`config.mk`:
```
export PLATFORM = sky130hd
export DESIGN_NAME = pspo_front
export DESIGN_NICKNAME = d
export VERILOG_FILES = /design/src/rtl/pspo_pkg.sv /design/src/rtl/pspo_front.sv
export SDC_FILE = /design/constraint.sdc
export NUM_CORES = 1
export LEC_CHECK = 0
export ABC_AREA = 1
export CAP_MARGIN = 20
export CORE_MARGIN = 3
export CORE_UTILIZATION = 35
export DETAILED_ROUTE_END_ITERATION = 6
export DONT_BUFFER_PORTS = 1
export GPL_TIMING_DRIVEN = 1
export HOLD_SLACK_MARGIN = 0.08
export MAX_ROUTING_LAYER = met4
export PLACE_DENSITY_LB_ADDON = 0.05
export SYNTH_ARGS = -nofsm -noshare
export SYNTH_HDL_FRONTEND = slang
export SYNTH_SLANG_ARGS = --single-unit
```
`constraint.sdc`:
```
create_clock -name aclk -period 2.4 [get_ports aclk]
set_input_delay 0.24 -clock aclk [delete_from_list [all_inputs] [get_ports aclk]]
set_output_delay 0.24 -clock aclk [all_outputs]
set_load 0.05 [all_outputs]
```
`src/rtl/pspo_pkg.sv`:
```
// ----------------------------------------------------------------------------
// pspo_pkg
// Shared types and constants of the polar sort simple polygon order block.
// ----------------------------------------------------------------------------
package pspo_pkg;

    // Width of the arrival index carried on the result channel.
    localparam int POINT_IDX_W = 6;

    // Result tdata is padded to a whole byte.
    localparam int OUT_DATA_W = 8;

    typedef enum logic [3:0] {
        ST_IDLE = 4'b0001,
        ST_RANK = 4'b0010,
        ST_TAIL = 4'b0100,
        ST_EMIT = 4'b1000
    } back_state_t;

endpackage

```
`src/rtl/pspo_front.sv`:
```
// ----------------------------------------------------------------------------
// pspo_front
// Accepts points, writes them into the current bank and tracks the anchor.
// ----------------------------------------------------------------------------
module pspo_front #(
    parameter int MAX_POINTS = 64,
    parameter int COORD_BITS = 16,
    parameter int IW         = 6,
    parameter int CW         = 7,
    parameter int JOB_W      = 1 + 7 + 6 + 32
) (
    input  logic                         aclk,
    input  logic                         aresetn,
    input  logic                         s_tvalid,
    output logic                         s_tready,
    input  logic signed [COORD_BITS-1:0] s_x,
    input  logic signed [COORD_BITS-1:0] s_y,
    input  logic                         s_last,
    output logic                         wr_en,
    output logic [IW:0]                  wr_addr,
    output logic [2*COORD_BITS-1:0]      wr_data,
    output logic                         push_valid,
    input  logic                         push_ready,
    output logic [JOB_W-1:0]             push_data
);
    import pspo_pkg::*;

    typedef struct packed {
        logic                         bank;
        logic [CW-1:0]                n;
        logic [IW-1:0]                aidx;
        logic signed [COORD_BITS-1:0] ay;
        logic signed [COORD_BITS-1:0] ax;
    } job_t;

    logic [CW-1:0]                cnt_reg, cnt_next;
    logic                         bank_reg, bank_next;
    logic [IW-1:0]                best_idx_reg, best_idx_next;
    logic signed [COORD_BITS-1:0] best_x_reg, best_x_next;
    logic signed [COORD_BITS-1:0] best_y_reg, best_y_next;
    logic                         accept, room, take_new;
    job_t                         job;

    assign s_tready = push_ready;
    assign accept   = s_tvalid & push_ready;
    assign room     = cnt_reg < CW'(MAX_POINTS);

    // The first point of a set is always the anchor so far; later points replace it
    // only when strictly lower, so an equal point keeps the earlier index.
    assign take_new = room && ((cnt_reg == '0) || (s_x < best_x_reg) ||
                               ((s_x == best_x_reg) && (s_y < best_y_reg)));

    assign best_idx_next = take_new ? cnt_reg[IW-1:0] : best_idx_reg;
    assign best_x_next   = take_new ? s_x : best_x_reg;
    assign best_y_next   = take_new ? s_y : best_y_reg;

    assign wr_en   = accept & room;
    assign wr_addr = {bank_reg, cnt_reg[IW-1:0]};
    assign wr_data = {s_y, s_x};

    always_comb begin
        job.bank = bank_reg;
        job.n    = room ? cnt_reg + CW'(1) : cnt_reg;
        job.aidx = best_idx_next;
        job.ax   = best_x_next;
        job.ay   = best_y_next;
    end

    assign push_valid = accept & s_last;
    assign push_data  = job;

    always_comb begin
        cnt_next  = cnt_reg;
        bank_next = bank_reg;
        if (accept) begin
            if (s_last) begin
                cnt_next  = '0;
                bank_next = ~bank_reg;
            end else if (room) begin
                cnt_next = cnt_reg + CW'(1);
            end
        end
    end

    always_ff @(posedge aclk) begin
        if (!aresetn) begin
            cnt_reg  <= '0;
            bank_reg <= 1'b0;
        end else begin
            cnt_reg  <= cnt_next;
            bank_reg <= bank_next;
        end
    end

    always_ff @(posedge aclk) begin
        if (accept) begin
            best_idx_reg <= best_idx_next;
            best_x_reg   <= best_x_next;
            best_y_reg   <= best_y_next;
        end
    end

endmodule

```
# --- Word level (Yosys, flattened, before mapping) ---
# Index checks and enable logic that the tools add are counted.
word_totals:
  input_bits: 37
  output_inout_bits: 88
  reg_bits: 46
op_classes:
  n_addsub: 1
  n_reduce_logical: 6
  muxes: 5
  magnitude_cmp: 3
  eq_ne: 1
  bitwise: 4
ops:
  columns: ["operator", "n"]
  rows:
  - ["$lt 16x16->1", 2]
  - ["$mux 16", 2]
  - ["$eq 16x16->1", 1]
  - ["$mux 7", 2]
  - ["$add 7x1->7 const B", 1]
  - ["$logic_not 7->1", 1]
  - ["$lt 7x7->1 const B", 1]
  - ["$mux 6", 1]
  - ["$and 1x1->1", 3]
  - ["$logic_and 1x1->1", 2]
  - ["$logic_or 1x1->1", 2]
  - ["$reduce_and 2->1", 1]
  - ["$not 1->1", 1]

# --- Depth between registers and ports, before layout ---
# Gate-level depths: netlist of run 1.
depth:
  ltp_word: 5
  depth_mapped: 20
  ltp_nobuf: 18

# --- Worst setup path before layout of run 1 ---
# Ideal clock, no wire load.
synth_timing:
  path_kind: "register -> register"
  start: "reg best_x_reg[15]"
  end: "reg best_y_reg[0], data pin"
  stages_incl_launch_ff: 15
  slack_ns: 0.033
  period_less_slack_ns: 2.367
  arrival_ns: 1.983
  path_buffers: 2
  cell_sequence: "edfxtp_1 -> inv_1 -> ha_1 -> a21oi_1 -> o21ai_1 -> a21oi_1 -> nand2_1 -> nand2_1 -> nand2_1 -> nor2_1 -> nand2_2 -> buf_6 -> buf_4 -> nand3_1 -> nand2_1"
synth_between:
  elab_chain_len: 5
  elab_cells_between_ends: 7
synth_rtl:
  columns: ["item", "line_no", "text"]
  rows:
  - ["start: declaration", "pspo_front.sv:39", "logic signed [COORD_BITS-1:0] best_x_reg, best_x_next;"]
  - ["start signal: assignment", "pspo_front.sv:98", "best_x_reg <= best_x_next;"]
  - ["$lt 16x16->1 / $eq 16x16->1 (equally long branches)", "pspo_front.sv:50, pspo_front.sv:51", null]
  - ["$logic_or 1x1->1 / $logic_and 1x1->1 (equally long branches)", "pspo_front.sv:50, pspo_front.sv:51", null]
  - ["$logic_or 1x1->1 *", "pspo_front.sv:50", "assign take_new = room && ((cnt_reg == '0) || (s_x < best_x_reg) ||"]
  - ["$logic_and 1x1->1 *", "pspo_front.sv:50", null]
  - ["$mux 16 *", "pspo_front.sv:55", "assign best_y_next = take_new ? s_y : best_y_reg;"]
  - ["via push_data[16]", "pspo_front.sv:24", "output logic [JOB_W-1:0] push_data"]
  - ["end signal: assignment", "pspo_front.sv:99", "best_y_reg <= best_y_next;"]
  - ["end: declaration", "pspo_front.sv:40", "logic signed [COORD_BITS-1:0] best_y_reg, best_y_next;"]
# The timed path passes the listed nets; every way through them passes the cells marked *.
# A chain may end at the register's enable or synchronous reset.

# --- Worst setup path after layout of run 1 ---
layout_timing:
  start: "reg best_x_reg[7]"
  end: "out push_data[29]"
layout_between:
  elab_chain_len: 5
  elab_cells_between_ends: 7
layout_rtl:
  columns: ["item", "line_no"]
  rows:
  - ["$lt 16x16->1 / $eq 16x16->1 (equally long branches)", "pspo_front.sv:50, pspo_front.sv:51"]
  - ["$logic_or 1x1->1 / $logic_and 1x1->1 (equally long branches)", "pspo_front.sv:50, pspo_front.sv:51"]
  - ["$logic_or 1x1->1 *", "pspo_front.sv:50"]
  - ["$logic_and 1x1->1 *", "pspo_front.sv:50"]
  - ["$mux 16 *", "pspo_front.sv:55"]
  - ["end: declaration", "pspo_front.sv:24"]
# Every way passes the cells marked *; elsewhere a longest branch is shown, timed or not.

==> results.tsv, run 1 <==
metric	value	unit
p_clk_share	23.9	%
syn_nets	483	
p_per_area	467	mW/mm2
finalCriticalPeriod	2.66	ns
final_nets	525	
coreArea	0.00898	mm2
ctsRootBufferMaster	clkbuf_8	
yosys.area_share.simple	24.2	%
start_kind	flop	
io_pins	125	
cp_max_fo	7	
grtUsageTotal	15.3	%
drv_cap	0	
drive_above_1_share	40.8	%
avgSynthCellArea	8.03	um2
violations	negative setup slack	
critical_path.startpoint	best_x_reg[7]	
worstReg2RegStart	best_x_reg[7]	
num_rows	34	
seqPwrFrac	40.8	%
ir_worst_vdd	226	uV
die-area	0.0107	mm2
pwr-share-comb	35.3	%
synthesis.area	0.00332	mm2
synth_warnings	0	
grt_max_degree	39	
timing.final.ws_setup	-0.264	ns
die_x	103	um
p_leak	2.24	nW
seq_area_frac_synth	39.2	%
multi_input_area	0.00184	mm2
synthXorXnorAreaFrac	1.58	%
first_iter_violations	70	
cp-end-kind	primary output	
antenna_cells	0	
path_clk_slew	0.09	ns
wl_per_cell	14.9	um
relSlewSlack	22.7	%
critPathRequiredTime	2.16	ns
drt-vias-per-instance	4.78	
synth_edf_count	38	
synthFlopType	edfxtp_1	
min_path_cells	2	
hp-class	input port to flop	
grt_pass1_wl	12500	um
overflow	0	
placed_area	0.00407	mm2
rrSetupSlack	0.03	ns
synthMuxAreaShare	0	%
cts_tree	built	
grt_pass1_vias	2626	
fin_area	0.00486	mm2
cp-endpoint	push_data[29]	
numCtsBuffers	5	
power.switching	737	uW
utilization	54.1	%
antenna_left	0	
dp_hpwl	5650	um
syn_inst	413	
clockBufferDepth	2	
gp_congestion	0.810	
reg2reg_depth	17	
drt-total-wl	8650	um
finalCritPeriodShare	111	%
ys_ff_latch	46	
arrival	2.42	ns
synth_compound_gate_area_share	4.34	%
start_util	37.0	%
io_buffers	0	
synth-adder-area-share	12.4	%
clock_sinks	46	
synthArstFlopShare	0	%
route.detailed.drc	0	
seqCellArea	0.00130	mm2
skew	0.00566	ns
rsz0062_at_grt	yes	
htree_levels	2	
vias	2782	
crit_type	flop to primary output	
fp.dieH	103	um
dr.pass1.iters	6	
area_growth	46.4	%
n_fill_cell	821	
synth_top_family_by_area	simple AND/OR/NAND/NOR gates	
status	finished with violations	
synth_cell_types	24	
tightestPinTransition	1.15	ns
max_freq	375	MHz
antenna_found_initial	0	
power.internal	1.53	mW
switching_share	32.5	%
maxSlewViolCount	0	
hold_viol	0	
clk_latency	0.30	ns
r2r_end	best_y_reg[4]	
setup_viol	38	
[synth_stat cells, types with 2 or more instances]
cell	number	share of area (%)
buf_8	2	0.91
nor2_1	13	1.5
ha_1	33	12
buf_6	2	0.68
nand3_1	44	6.6
buf_4	43	9.7
nand4_1	3	0.57
inv_1	52	5.9
clkinv_1	2	0.23
nor4_1	2	0.38
buf_2	2	0.30
xor2_1	5	1.3
o21ai_0	5	0.75
nand2_1	128	14
clkbuf_1	4	0.45
edfxtp_1	38	34
nand2_2	2	0.38
a21oi_1	19	2.9
dfxtp_1	8	4.8
nor3_1	2	0.30
[stage by stage]
| step | TNS (ns) | setup WS, ns | cells | power, mW | hold slack (ns) |
|---|---|---|---|---|---|
| detailed placement | 0 | 0.0420 | 550 | 1.62 | 0.406 |
| floorplan | 0 | 0.0334 | 413 | 1.48 | 0.402 |
| CTS | -10.30 | -0.293 | 559 | 2.19 | 0.179 |
| global placement | 0 | 0.0556 | 550 | 1.61 | 0.405 |
| finish | -8.94 | -0.264 | 582 | 2.27 | 0.190 |
| global route | -15.95 | -0.441 | 582 | 2.38 | 0.203 |
[power by group through the flow]
stage / Sequential, mW / Combinational (mW) / Clock, mW
after floorplan: 0.938 / 0.540 / 0
after global placement: 0.939 / 0.675 / 0
after detailed placement: 0.939 / 0.679 / 0
after CTS: 0.921 / 0.700 / 0.567
after global routing: 0.928 / 0.861 / 0.594
final: 0.925 / 0.802 / 0.542
[timing repair]
action                                  4_1_cts  5_1_grt
pin swaps                                     0       13
resized for setup                            29       86
gates cloned                                  0        6
buffers inserted                              0       16
hold buffers                                  1        0
endpoints found under the setup margin       38       45
endpoints found under the hold margin         1        0
[critical path, cell delays in order, from the launching register on]
cell	delay [ns]
edfxtp_1	0.41
inv_1	0.11
ha_4	0.21
a21oi_2	0.12
o21a_1	0.13
nand2_1	0.06
nand2_1	0.08
nand2_1	0.05
nand2_1	0.05
nand2_1	0.05
nor2_2	0.12
nand2_4	0.11
nand2_8	0.15
clkbuf_16	0.17
nand2_1	0.06
nand2_2	0.09
buf_12	0.14
[metal layers]
| metal | vias to the layer above | GRT usage, % | routed length [um] |
|---|---|---|---|
| met5 | - | - | 0 |
| met1 | 1316 | 18.5 | 3830 |
| met4 | 0 | 3.49 | 44 |
| li1 | 1380 | - | - |
| met3 | 4 | 4.76 | 684 |
| met2 | 82 | 25.0 | 4090 |
[cell families after synthesis]
kind of cell / Yosys count
AOI/OAI and AO/OA: 27
and+or+nand+nor: 194
xor gates and xnor gates: 6
buffers and inverters: 107
adders and majority gates: 33
DFF: 46
[worst min path at each step]
stage | startpoint | to | slack, ns
after floorplan | aresetn | cnt_reg[6] | 0.40
after global placement | aresetn | cnt_reg[6] | 0.40
after detailed placement | aresetn | cnt_reg[6] | 0.41
after CTS | s_last | cnt_reg[6] | 0.18
after global routing | aresetn | bank_reg | 0.20
final | s_last | cnt_reg[6] | 0.19
[layout by cell type, fill, tap and decap left out, drive strengths merged, types with 4 or more instances in the layout]
master	instances
nand2	130
clkbuf	11
o21ai	6
buf	82
nand3	44
xor2	5
inv	52
nor2	13
ha	33
dfxtp	8
a21oi	19
edfxtp	38
clkinv	4
[area by class of cell]
type / instances / share of cell area [%]
Clock buffer: 6 / 1.93
Clock inverter: 2 / 0.206
Inverter: 54 / 4.17
Multi-Input combinational cell: 260 / 37.9
Sequential cell: 46 / 26.8
Tap cell: 126 / 3.25
Timing Repair Buffer: 88 / 25.7
Note: power is estimated with default switching activity, not from simulation.
==> run 2: changes to the inputs <==
- BUFFER_PORTS_ARGS: not set -> -buffer_cell sky130_fd_sc_hd__buf_2
- DONT_BUFFER_PORTS: 1 -> not set
- PLACE_DENSITY: not set -> 0.68
- PLACE_DENSITY_LB_ADDON: 0.05 -> not set
==> run 2 against run 1 <==
Against the previous run: the flow still finishes with violations (negative setup slack); via count up 16%; non-clock buffer count grew 107; total power up 7.5%; clock power decreased by 11%; critical path depth did not move; critical endpoint is now push_data[14]; largest cell class unchanged; largest power group is now combinational cells.
==> results.tsv, run 2 (synthesized netlist as in run 1, its figures left out) <==
metric	value	unit	change
status	finished with violations		unchanged
violations	negative setup slack		unchanged
drt-total-wl	10500	um	was 8650 um
area_growth	66.2	%	was 46.4%
start_util	37.0	%	unchanged
numCtsBuffers	5		unchanged
skew	0.0196	ns	was 0.00566 ns
grt_pass1_wl	14300	um	was 12500 um
fin_total_pwr	2.44	mW	was 2.27 mW
finalCriticalPeriod	2.78	ns	was 2.66 ns
clockBufferDepth	2		unchanged
hp-class	input port to flop		unchanged
wl_per_cell	15.2	um	was 14.9 um
whs	0.226	ns	was 0.190 ns
crit_type	flop to primary output		unchanged
die-area	0.0107	mm2	unchanged
start_kind	flop		unchanged
p_leak	2.79	nW	was 2.24 nW
ctsRootBufferMaster	clkbuf_8		unchanged
antenna_left	0		unchanged
grt_max_degree	25		was 39
timing.final.ws_setup	-0.385	ns	was -0.264 ns
cts_tree	built		unchanged
antenna_found_initial	0		unchanged
arrival	2.54	ns	was 2.42 ns
drv_cap	0		unchanged
critPathRequiredTime	2.16	ns	about the same
die_x	103	um	unchanged
drive_above_1_share	58.3	%	was 40.8%
vias	3233		was 2782
hold_buffers	0		was 1
grt_pass1_vias	3007		was 2626
dr.pass1.iters	4		was 6
htree_levels	2		unchanged
io_buffers	124		was 0
hold_viol	0		unchanged
cp-end-kind	primary output		unchanged
clock_sinks	46		unchanged
setup_viol	43		was 38
rsz0062_at_grt	yes		unchanged
grtUsageTotal	17.4	%	was 15.3%
maxSlewViolCount	0		unchanged
final_common_cell	buf_2		was nand2_1
gp_congestion	0.793		was 0.810
fp.dieH	103	um	unchanged
cp_max_fo	9		was 7
drt-vias-per-instance	4.69		was 4.78
clk_latency	0.31	ns	was 0.30 ns
stdcell_count	689		was 582
dp_hpwl	6260	um	was 5650 um
final_cell_mix	86 x buf_2, 59 x nand2_1, 55 x buf_4		was 68 x nand2_1, 45 x inv_1, 43 x nand3_1
coreArea	0.00898	mm2	unchanged
antenna_cells	0		unchanged
finalCritPeriodShare	116	%	was 111%
placed_cells	641		was 550
final_nets	632		was 525
p_per_area	442	mW/mm2	was 467 mW/mm2
overflow	0		unchanged
tightestPinTransition	0.427	ns	was 1.15 ns
first_iter_violations	84		was 70
path_clk_slew	0.11	ns	was 0.09 ns
num_rows	34		unchanged
ir_worst_vdd	216	uV	was 226 uV
max_freq	359	MHz	was 375 MHz
route.detailed.drc	0		unchanged
relSlewSlack	71.5	%	was 22.7%
io_pins	125		unchanged
==> run 2: changes by cell type in the layout (fill, tap and decap cells not counted), moves of 16 or more <==
cell / previous run / this run
buf_2: 0 / 86
buf_12: 41 / 5
nand3_2: 1 / 20
buf_4: 39 / 55
nand3_1: 43 / 19
buf_8: 0 / 42
==> run 2: path summary, 6_finish.rpt <==
kind / startpoint / endpoint / slack, ns / depth (start not counted)
max: best_y_reg[5] / push_data[14] / -0.38 / 16
min: aresetn / cnt_reg[6] / 0.23 / 2
max reg2reg: best_y_reg[5] / best_y_reg[4] / -0.10 / 18
min reg2reg: cnt_reg[5] / cnt_reg[5] / 0.54 / 2
==> run 2: worst max-delay path, stage by stage, from the launching register on <==
cell	delay, ns
edfxtp_1	0.44
inv_2	0.09
ha_4	0.20
a21oi_2	0.14
nor2_1	0.05
nor3_1	0.13
nand2_1	0.07
nand2_1	0.07
nand2_1	0.05
nand2_1	0.08
nand3_2	0.07
nand2_2	0.13
buf_12	0.16
buf_12	0.15
nand3_1	0.12
nand2_2	0.13
buf_8	0.15
==> run 2: metal layers <==
metal / vias up / global-route usage, % / part of all wire (%)
li1: 1593 / - / -
met1: 1524 / 20.8 / 40
met2: 105 / 31.7 / 55
met3: 11 / 2.21 / 3.9
met4: 0 / 2.79 / 0.74
met5: - / - / 0
==> run 2: power by group <==
part	switching, mW	internal (mW)
clock network	0.281	0.203
registers	0.0221	0.907
logic	0.616	0.409
total	0.919	1.52
==> run 2: per-stage QoR <==
stage	setup TNS [ns]	utilization [%]	instance area (um2)	worst slack, ns
floorplan	0	-	3320	0.0334
global placement	-0.694	44.0	3950	-0.0377
detailed placement	-1.70	44.0	3950	-0.0684
CTS	-9.89	53.6	4810	-0.276
global route	-20.80	61.4	5510	-0.526
finish	-12.70	61.4	5510	-0.385
==> run 2: repair_timing <==
action / 4_1_cts / 5_1_grt
pin swaps: 18 / 29
endpoints found under the setup margin: 38 / 52
gates resized for setup: 177 / 111
gates cloned: 2 / 4
buffers inserted: 14 / 23
==> run 2: cell type report <==
| type | count | area (um2) |
|---|---|---|
| clock buffer | 6 | 72.6 |
| timing repair buffer | 195 | 1730 |
| tap | 126 | 158 |
| inverter | 54 | 203 |
| clock inverter | 2 | 10.0 |
| multi-input combinational | 260 | 2040 |
| fill | 745 | 3460 |
| sequential | 46 | 1300 |
