$ cat src/rtl/pspo_pkg.sv
// ----------------------------------------------------------------------------
// pspo_pkg
// Shared types and constants of the polar sort simple polygon order block.
// ----------------------------------------------------------------------------
package pspo_pkg;

    // Width of the arrival index carried on the result channel.
    localparam int POINT_IDX_W = 6;

    // Result tdata is padded to a whole byte.
    localparam int OUT_DATA_W = 8;

    typedef enum logic [3:0] {
        ST_IDLE = 4'b0001,
        ST_RANK = 4'b0010,
        ST_TAIL = 4'b0100,
        ST_EMIT = 4'b1000
    } back_state_t;

endpackage

$ cat src/rtl/pspo_job_queue.sv
// ----------------------------------------------------------------------------
// pspo_job_queue
// Two-entry queue of closed point sets between the loader and the sorter.
// ----------------------------------------------------------------------------
module pspo_job_queue #(
    parameter int W = 46
) (
    input  logic         aclk,
    input  logic         aresetn,
    input  logic         push_valid,
    output logic         push_ready,
    input  logic [W-1:0] push_data,
    output logic         pop_valid,
    input  logic         pop,
    output logic [W-1:0] pop_data
);
    import pspo_pkg::*;

    logic [W-1:0] slot_reg [0:1];
    logic         wp_reg, rp_reg;
    logic [1:0]   count_reg, count_next;
    logic         do_push, do_pop;

    assign push_ready = (count_reg != 2'd2);
    assign pop_valid  = (count_reg != 2'd0);
    assign pop_data   = slot_reg[rp_reg];
    assign do_push    = push_valid & push_ready;
    assign do_pop     = pop & pop_valid;

    always_comb begin
        count_next = count_reg;
        if (do_push && !do_pop) begin
            count_next = count_reg + 2'd1;
        end else if (do_pop && !do_push) begin
            count_next = count_reg - 2'd1;
        end
    end

    always_ff @(posedge aclk) begin
        if (!aresetn) begin
            wp_reg    <= 1'b0;
            rp_reg    <= 1'b0;
            count_reg <= 2'd0;
        end else begin
            count_reg <= count_next;
            if (do_push) begin
                wp_reg <= ~wp_reg;
            end
            if (do_pop) begin
                rp_reg <= ~rp_reg;
            end
        end
    end

    always_ff @(posedge aclk) begin
        if (do_push) begin
            slot_reg[wp_reg] <= push_data;
        end
    end

endmodule

$ cat config.mk
export PLATFORM = sky130hd
export DESIGN_NAME = pspo_job_queue
export DESIGN_NICKNAME = d
export VERILOG_FILES = /design/src/rtl/pspo_pkg.sv /design/src/rtl/pspo_job_queue.sv
export SDC_FILE = /design/constraint.sdc
export NUM_CORES = 1
export LEC_CHECK = 0
export BUFFER_PORTS_ARGS = -buffer_cell sky130_fd_sc_hd__buf_4
export CELL_PAD_IN_SITES_DETAIL_PLACEMENT = 1
export CELL_PAD_IN_SITES_GLOBAL_PLACEMENT = 1
export CORE_MARGIN = 3
export CORE_UTILIZATION = 31
export DETAILED_ROUTE_END_ITERATION = 16
export GPL_TIMING_DRIVEN = 1
export PLACE_DENSITY_LB_ADDON = 0.1
export SLEW_MARGIN = 20
export SYNTH_ARGS = -nofsm -noshare
export SYNTH_HDL_FRONTEND = slang
export SYNTH_SLANG_ARGS = --single-unit
export TNS_END_PERCENT = 100
$ cat constraint.sdc
create_clock -name aclk -period 3.62 [get_ports aclk]
set_input_delay 1.086 -clock aclk [delete_from_list [all_inputs] [get_ports aclk]]
set_output_delay 1.086 -clock aclk [all_outputs]
set_load 0.02 [all_outputs]
# After elaboration in Yosys (flattened, before gate mapping)
# Memories as Yosys holds them, arrays and structs flattened. A register that Yosys moved wholly into a read port is not among the register bits.
# Cells that the tools add are included.
[op_classes]
bitwise = 4
n_reduce_logical = 6
n_addsub = 2
muxes = 6
eq_ne = 1
[ops]
columns = ["cell", "count"]
rows = [
  ["1-bit two-way mux", 4],
  ["2-bit two-way mux", 2],
  ["2-bit nonzero test", 2],
  ["2-bit by 1-bit adder with 2-bit output, second input constant", 1],
  ["1-bit AND", 2],
  ["1-bit logical AND", 2],
  ["1-bit zero test", 2],
  ["2-bit != test, second input constant", 1],
  ["1-bit NOT", 2],
  ["2-bit by 1-bit subtractor with 2-bit output, second input constant", 1],
]
[word_totals]
elab_cells = 23
reg_bits = 4
n_memories = 1
ramBits = 92
[memory_table]
columns = ["name", "depth", "width", "rd", "rd_ports_with_merged_regs", "wr", "line_no", "source"]
rows = [
  ["slot_reg", 2, 46, 1, 1, 1, "pspo_job_queue.sv:19", "logic [W-1:0] slot_reg [0:1];"],
]

# Depth between registers and ports, before layout
# Gate-level depths: netlist of the first run.
[depth]
word_depth = 6
depth_mapped = 6
ltp_nobuf = 6

# Worst setup path after synthesis of the first run
# OpenSTA, ideal clock, no wires.
[synth_path]
path_kind = "input-to-reg"
from = "input port push_valid"
to = "memory slot_reg[1][0] (enable)"
setup_ns = 0.408
t_required_ns = 3.212
arrival_time_ns = 2.235
cell_stages = 1
setup_slack_ns = 0.977
path_buffers = 0
cell_sequence = "and3_1"
[synth_between]
elab_chain_len = 3
[synth_rtl]
columns = ["element", "line_no", "source"]
rows = [
  ["from (decl)", "pspo_job_queue.sv:10", "input logic push_valid,"],
  ["1-bit AND", "pspo_job_queue.sv:27", "assign do_push = push_valid & push_ready;"],
  ["1-bit two-way mux", "pspo_job_queue.sv:56", "if (do_push) begin"],
  ["1-bit two-way mux (implied by the code)", "pspo_job_queue.sv:57", "slot_reg[wp_reg] <= push_data;"],
  ["to (decl)", "pspo_job_queue.sv:19", ""],
]
# Every way passes these cells.

==> summary.txt, run 1 <==
Routing
  – Vias per std cell: 4.411
  – Via count: 1848
  – First-pass detailed-route iteration total: 4
  – Initial drt markers: 49
  – Final WL: 6841 um
  – DRC viols: 0
  – WL/cell: 16.33 um
  – Antenna-violating nets left: 0

Worst setup path
  – Worst-path fanout max: 31
  – CP required: 2.53 ns
  – Crit path capture type: output pin
  – Crit path largest cell delay: 0.60 ns
  – Crit path cell chain: buf_12, mux2_2, buf_4
  – Top delay family on crit path: flip-flops
  – CP arrival: 1.74 ns
  – Slowest cell on crit path: dfxtp_2
  – Worst Setup Path Type: reg -> out
  – Startpoint type of the worst setup path: flop
  – Bufs and invs on worst path: 2

Final layout
  – # fillers: 1100
  – Share of cells above drive strength 1: 60.22%
  – Final net count: 325
  – Largest register FFs: 92
  – Area Overhead vs Synth: 34.07%
  – Post-Layout Inst Area: 4771 sq um
  – Multi-input logic area: 658.1 sq um
  – Register area: 2864 sq um
  – N_diodes: 0

Clock tree
  – Clk Latency, worst-skew pair: 0.33 ns
  – Clk buf depth: 2
  – H-tree depth: 3
  – Hold-fix buffers, CTS: 0
  – Resized cells post-CTS: 0
  – CTS sink count: 97
  – # Post-CTS Setup Buffers: 0
  – Root Buffer: clkbuf_16
  – CTS tree: yes
  – Num CTS Buffers: 9
  – CTS clk-pin slew, worst paths: 0.06 ns

Power
  – Internal: 2.416 mW
  – Pwr Density: 708.4 nW/um^2
  – Switching Fraction: 28.51%
  – Maximum VDD drop: 0.0002537 V
  – Comb pwr share: 29.8%
  – P_leak: 1.765 nW
  – Net Switching: 963.7 uW
  – Sequential share of power: 43.5%
  – Clock share of power: 26.7%

STA
  – # setup viols final: 0
  – Worst relative slew slack: 71.47%
  – Final hold vios: 0
  – Actual slew at the worst max-slew pin: 0.4280 ns
  – Unrepaired setup endpoints after global routing: false
  – Clk_skew: 0.003454 ns
  – Slew Viols, Final: 0
  – Setup TNS: 0 ns
  – Final period util: 78.20%
  – Min cycle time layout: 2.831 ns
  – Fmax: 353.2 MHz

Status
  – Status: finished, final reports clean

Logic synthesis
  – Seq cells post-synth: 97
  – Distinct cells, synth: 20
  – Post-synthesis mux area share: 14.56%
  – Register area share after synthesis: 80.45%
  – Synth Instances: 167
  – Simple-gate portion of the synthesized area: 1.828%
  – Post-synthesis compound-gate area fraction: 0.9845%
  – Post-synthesis xor/xnor area fraction: 0.7384%
  – Yosys warning count: 0
  – Syn avg cell area: 21.31 sq um
  – Netlist Area Pre-Place: 3558 sq um
  – Main combinational cell family by area after synthesis: multiplexers
  – Syn nets: 218
  – Adder-cell share of the synthesized area: 0.3516%

Floorplanning
  – Chip width: 113.1 um
  – Die Height: 113.1 um
  – Total core area: 11030 sq um
  – # IOs: 98
  – Initial Util: 32.26%
  – Die Area: 12800 sq um
  – Row count: 38

Flow run
  – Max capacitance violation total: 0

GRT
  – Number of global-route vias before repair: 1995
  – Overflow after GRT: 0
  – Antenna violations before repair: 0
  – Largest net degree at the start of global routing: 47
  – Global-route wire length before repair: 10700 um
  – Total GRT Usage: 11.11%

Placement
  – Dpl hpwl: 4581 um
  – Placer Congestion: 0.6456
  – Dpl cell area: 4484 sq um
  – I/O Buffers: 97

Hold path
  – Worst hold path class: reg -> reg
area by class of cell:
class	instances	area share, %
Sequential cell	97	60.03
Clock buffer	9	4.721
Inverter	1	0.07868
Clock inverter	7	1.285
Timing Repair Buffer	101	16.42
Multi-Input combinational cell	64	13.79
Tap cell	140	3.672
synthesized netlist by cell type, drive strengths merged:
library cell  instances  area (sq um)
edfxtp               92          2763
and3                  1         6.260
or2                   1         6.260
xor2                  1         8.760
ha                    1         12.51
inv                   1         3.750
or3                   1         6.260
buf                   5         35.03
nand3b                1         7.510
a21boi                2         15.02
mux2                 46         518.0
and2                  4         25.02
dfxtp                 5         100.1
o21ai                 2         10.00
xnor2                 2         17.52
nand2b                1         13.76
a21bo                 1         10.01
power by group through the flow:
stage               clock network (mW)  logic, mW  registers (mW)
floorplan                            0      0.636            1.46
global placement                     0       1.03            1.49
detailed placement                   0       1.03            1.50
CTS                              0.935       1.04            1.47
global route                     0.979       1.09            1.49
finish                           0.903       1.01            1.47
layout by cell type, fill, tap and decap left out, drive strengths merged:
| cell | instances |
|---|---|
| and3 | 1 |
| nand2b | 1 |
| xnor2 | 2 |
| edfxtp | 92 |
| bufinv | 1 |
| a21boi | 2 |
| and2 | 4 |
| or3 | 1 |
| a21bo | 1 |
| or2 | 1 |
| nand3b | 1 |
| ha | 1 |
| inv | 1 |
| xor2 | 1 |
| clkbuf | 9 |
| dfxtp | 5 |
| mux2 | 46 |
| buf | 101 |
| clkinv | 5 |
| clkinvlp | 1 |
| o21ai | 2 |
worst min-delay path, delay by kind of cell, from the launching register on:
kind	cells	cell delay, ns
AO/OA/AOI/OAI	2	0.16
flip-flops	1	0.36
worst paths after layout:
kind	depth (start not counted)	slack [ns]	end	startpoint
setup / recovery	3	0.79	pop_data[17]	flop
hold / removal	2	0.57	count_reg[1]$_SDFFE_PN0P_	count_reg[1]$_SDFFE_PN0P_
setup reg to reg	4	1.92	slot_reg[0][15]$_DFFE_PP_	count_reg[0]$_SDFFE_PN0P_
hold reg to reg	2	0.57	count_reg[1]$_SDFFE_PN0P_	count_reg[1]$_SDFFE_PN0P_
cells by family (layout without fill, tap and decap cells):
group | Yosys count | count (layout)
compound gates | 5 | 5
xor+xnor | 3 | 3
fa+ha+maj | 1 | 1
buf+inv | 6 | 118
flops | 97 | 97
mux | 46 | 46
simple gates | 9 | 9
metal layers:
layer / track usage (%) / wire length (um) / vias up
met2: 18.17 / 3394 / 52
met5: 0 / 0 / -
met4: 4.567 / 80 / 0
met3: 3.743 / 421 / 5
li1: - / - / 872
met1: 13.52 / 2945 / 919
per-stage QoR:
stage / total power [mW] / setup slack, ns / cells / util, % / hold slack [ns]
after floorplan: 2.098 / 0.9768 / 167 / - / 0.5124
after global placement: 2.520 / 1.100 / 403 / 40.65 / 0.5495
after detailed placement: 2.527 / 1.118 / 403 / 40.65 / 0.5612
after CTS: 3.445 / 0.7337 / 419 / 43.25 / 0.5728
after global routing: 3.556 / 0.6720 / 419 / 43.25 / 0.5946
final: 3.380 / 0.7890 / 419 / 43.25 / 0.5664
Note: power is estimated with default switching activity, not from simulation.
==> run 2, diff against run 1 <==
--- a/config.mk
+++ b/config.mk
@@ -5,6 +5,7 @@
 export SDC_FILE = /design/constraint.sdc
 export NUM_CORES = 1
 export LEC_CHECK = 0
+export ABC_AREA = 1
 export BUFFER_PORTS_ARGS = -buffer_cell sky130_fd_sc_hd__buf_4
 export CELL_PAD_IN_SITES_DETAIL_PLACEMENT = 1
 export CELL_PAD_IN_SITES_GLOBAL_PLACEMENT = 1
==> constraint.sdc (replaced) <==
create_clock -name aclk -period 2.4 [get_ports aclk]
set_input_delay 0.72 -clock aclk [delete_from_list [all_inputs] [get_ports aclk]]
set_output_delay 0.72 -clock aclk [all_outputs]
set_load 0.02 [all_outputs]
==> run 2 against run 1 <==
Compared with the run above: clock power increased by 52%; non-clock buffer count increased by 2; core utilization decreased by 0.88 points; worst setup slack got worse by 0.58 ns; critical path type unchanged; critical endpoint is now pop_data[42].
==> summary.txt, run 2 <==
STA
  – Fmax: 455.4 MHz
  – Final period util: 91.49%
  – # setup viols final: 0 (unchanged)
  – Setup ws final: 0.2042 ns (was 0.7890 ns)
  – Worst relative slew slack: 74.40% (was 71.47%)
  – Clk_skew: 0.005796 ns (was 0.003454 ns)
  – Min cycle time layout: 2.196 ns
  – Final hold vios: 0 (unchanged)
  – Slew Viols, Final: 0 (unchanged)
  – Unrepaired setup endpoints after global routing: false (unchanged)
  – Actual slew at the worst max-slew pin: 0.3839 ns (was 0.4280 ns)

Routing
  – Via count: 1889 (was 1848)
  – WL/cell: 15.88 um (was 16.33 um)
  – Initial drt markers: 60 (was 49)
  – First-pass detailed-route iteration total: 4 (unchanged)
  – Antenna-violating nets left: 0 (unchanged)
  – Final WL: 6924 um (was 6841 um)
  – Vias per std cell: 4.333 (was 4.411)
  – DRC viols: 0 (unchanged)

Power
  – Pwr Density: 1046 nW/um^2 (was 708.4 nW/um^2)
  – Sequential share of power: 42.8% (was 43.5%)
  – Comb pwr share: 30.8% (was 29.8%)
  – Clock share of power: 26.4% (was 26.7%)
  – Maximum VDD drop: 0.0003594 V (was 0.0002537 V)
  – Switching Fraction: 28.28% (was 28.51%)
  – Design Power: 5.167 mW (was 3.380 mW)
  – Internal: 3.705 mW (was 2.416 mW)
  – Net Switching: 1.461 mW (was 963.7 uW)
  – P_leak: 1.933 nW (was 1.765 nW)

Worst setup path
  – Worst r2r src: count_reg[0]$_SDFFE_PN0P_ (unchanged)
  – Worst Setup Path Type: reg -> out (unchanged)
  – Crit path largest cell delay: 0.37 ns (was 0.60 ns)
  – Startpoint type of the worst setup path: flop (unchanged)
  – Crit path cell chain: buf_4, mux2_2, buf_4 (was buf_12, mux2_2, buf_4)
  – Top delay family on crit path: buffers and inverters (was flip-flops)
  – CP arrival: 1.48 ns (was 1.74 ns)
  – Crit path capture type: output pin (unchanged)
  – Slowest cell on crit path: mux2_2 (was dfxtp_2)
  – CP most frequent cell: buf_4
  – CP required: 1.68 ns (was 2.53 ns)
  – Bufs and invs on worst path: 2 (unchanged)
  – Worst-path fanout max: 14 (was 31)

Clock tree
  – CTS tree: yes (unchanged)
  – Num CTS Buffers: 9 (unchanged)
  – CTS sink count: 97 (unchanged)
  – Hold-fix buffers, CTS: 0 (unchanged)
  – Root Buffer: clkbuf_16 (unchanged)
  – Clk Latency, worst-skew pair: 0.33 ns (about the same)
  – Clk buf depth: 2 (unchanged)
  – CTS clk-pin slew, worst paths: 0.06 ns (about the same)
  – H-tree depth: 3 (unchanged)
  – # Post-CTS Setup Buffers: 0 (unchanged)
  – Resized cells post-CTS: 0 (unchanged)

Final layout
  – Final net count: 340 (was 325)
  – Area Overhead vs Synth: 31.33% (was 34.07%)
  – Most frequent cells in the layout: buf_4 (102), edfxtp_1 (92), mux2_4 (40) (was buf_4 (99), edfxtp_1 (92), mux2_2 (46))
  – Commonest non-fill, non-tap cell in the layout: buf_4 (unchanged)
  – Share of cells above drive strength 1: 56.31% (was 60.22%)
  – Multi-input logic area: 793.3 sq um (was 658.1 sq um)
  – N_diodes: 0 (unchanged)
  – # fillers: 1157 (was 1100)
  – Largest register FFs: 92 (unchanged)
  – Register area: 2867 sq um (was 2864 sq um)

Logic synthesis
  – Post-synth top area cell: edfxtp_1 (unchanged)
  – Top-count cell post-synth: edfxtp_1 (unchanged)
  – EDFF count, synth: 92 (unchanged)
  – Synth Instances: 180 (was 167)
  – Ys async rst share: 0% (unchanged)
  – Syn avg cell area: 20.90 sq um (was 21.31 sq um)
  – Top_reg_cell synth: edfxtp_1 (unchanged)
  – Seq cells post-synth: 97 (unchanged)
  – Netlist Area Pre-Place: 3762 sq um (was 3558 sq um)
  – Yosys warning count: 0 (unchanged)
  – Post-synth top area share: 73.43% (was 77.64%)
  – Top cells by count, synth: edfxtp_1 (92), mux2_4 (40), nand2_1 (9) (was edfxtp_1 (92), mux2_2 (46), dfxtp_1 (5))
  – Register area share after synthesis: 76.09% (was 80.45%)
  – Synth area leaders: edfxtp_1 (73%), mux2_4 (16%), dfxtp_1 (2.7%) (was edfxtp_1 (78%), mux2_2 (15%), dfxtp_1 (2.8%))
  – Syn nets: 231 (was 218)
  – Distinct cells, synth: 15 (was 20)

Floorplanning
  – Total core area: 11660 sq um (was 11030 sq um)
  – Initial Util: 32.26% (about the same)
  – Die Height: 116.2 um (was 113.1 um)
  – Chip width: 116.2 um (was 113.1 um)
  – Row count: 39 (was 38)
  – Die Area: 13490 sq um (was 12800 sq um)
  – # IOs: 98 (unchanged)

Placement
  – Pre-CTS setup slack: 0.5156 ns (was 1.118 ns)
  – Placer Congestion: 0.6290 (was 0.6456)
  – I/O Buffers: 97 (unchanged)

GRT
  – Global-route wire length before repair: 10250 um (was 10700 um)
  – Number of global-route vias before repair: 2044 (was 1995)
  – Antenna violations before repair: 0 (unchanged)
  – Largest net degree at the start of global routing: 33 (was 47)
  – Total GRT Usage: 10.35% (was 11.11%)
  – Overflow after GRT: 0 (unchanged)

Hold path
  – Worst hold path class: reg -> reg (unchanged)
  – Hold Path Origin: rp_reg$_SDFFE_PN0P_ (was count_reg[1]$_SDFFE_PN0P_)

Status
  – Status: finished, final reports clean (unchanged)

Flow run
  – Max capacitance violation total: 0 (unchanged)
## run 2: worst paths after layout
path | to | slack, ns | cells after the start
max | pop_data[42] | 0.20 | 3
min | flop | 0.52 | 2
max reg2reg | count_reg[1]$_SDFFE_PN0P_ | 0.81 | 9
min reg2reg | flop | 0.52 | 2
## run 2: cell type report
type                    count  share of cell area [%]
flip-flops and latches     97                   58.01
multi-input cells          70                   16.05
repair buffers            103                   15.90
clock buffers              10                   4.634
well taps                 143                   3.621
clock inverters             5                   1.165
inverters                   8                  0.6077
## run 2: metal layers
metal | track usage [%] | share of wire, %
met4 | 3.712 | 0.79
met1 | 12.61 | 43
met3 | 3.782 | 5.5
met2 | 16.99 | 51
met5 | 0 | 0
## run 2: kinds of logic after synthesis
logic type	synth area share, %
AND/OR/NAND/NOR	1.995
AO/OA/AOI/OAI	0.5986
buffers and inverters	3.226
flip-flops	76.09
multiplexers	17.76
adder cells (fa/ha/maj)	0.3325
## run 2: through the flow
step	TNS [ns]	hold WS [ns]	std cells	area (sq um)	util (%)
2_1_floorplan	-4.654	0.4669	180	3767	-
3_3_place_gp	0	0.4828	421	4654	39.91
3_5_place_dp	0	0.5119	421	4654	39.91
4_1_cts	0	0.5278	436	4941	42.37
5_1_grt	0	0.5518	436	4941	42.37
6_report	0	0.5185	436	4941	42.37
## run 2: tightest hold or removal path, delay by kind of cell, from the launching register on
family / cells / cell delay, ns
simple gates: 2 / 0.15
flops: 1 / 0.33
## run 2: power by group through the flow
stage / Sequential (mW) / Clock, mW / Combinational [mW]
after floorplan: 2.23 / 0 / 1.09
after global placement: 2.24 / 0 / 1.63
after detailed placement: 2.25 / 0 / 1.63
after CTS: 2.22 / 1.41 / 1.64
after global routing: 2.24 / 1.48 / 1.71
final: 2.21 / 1.37 / 1.59
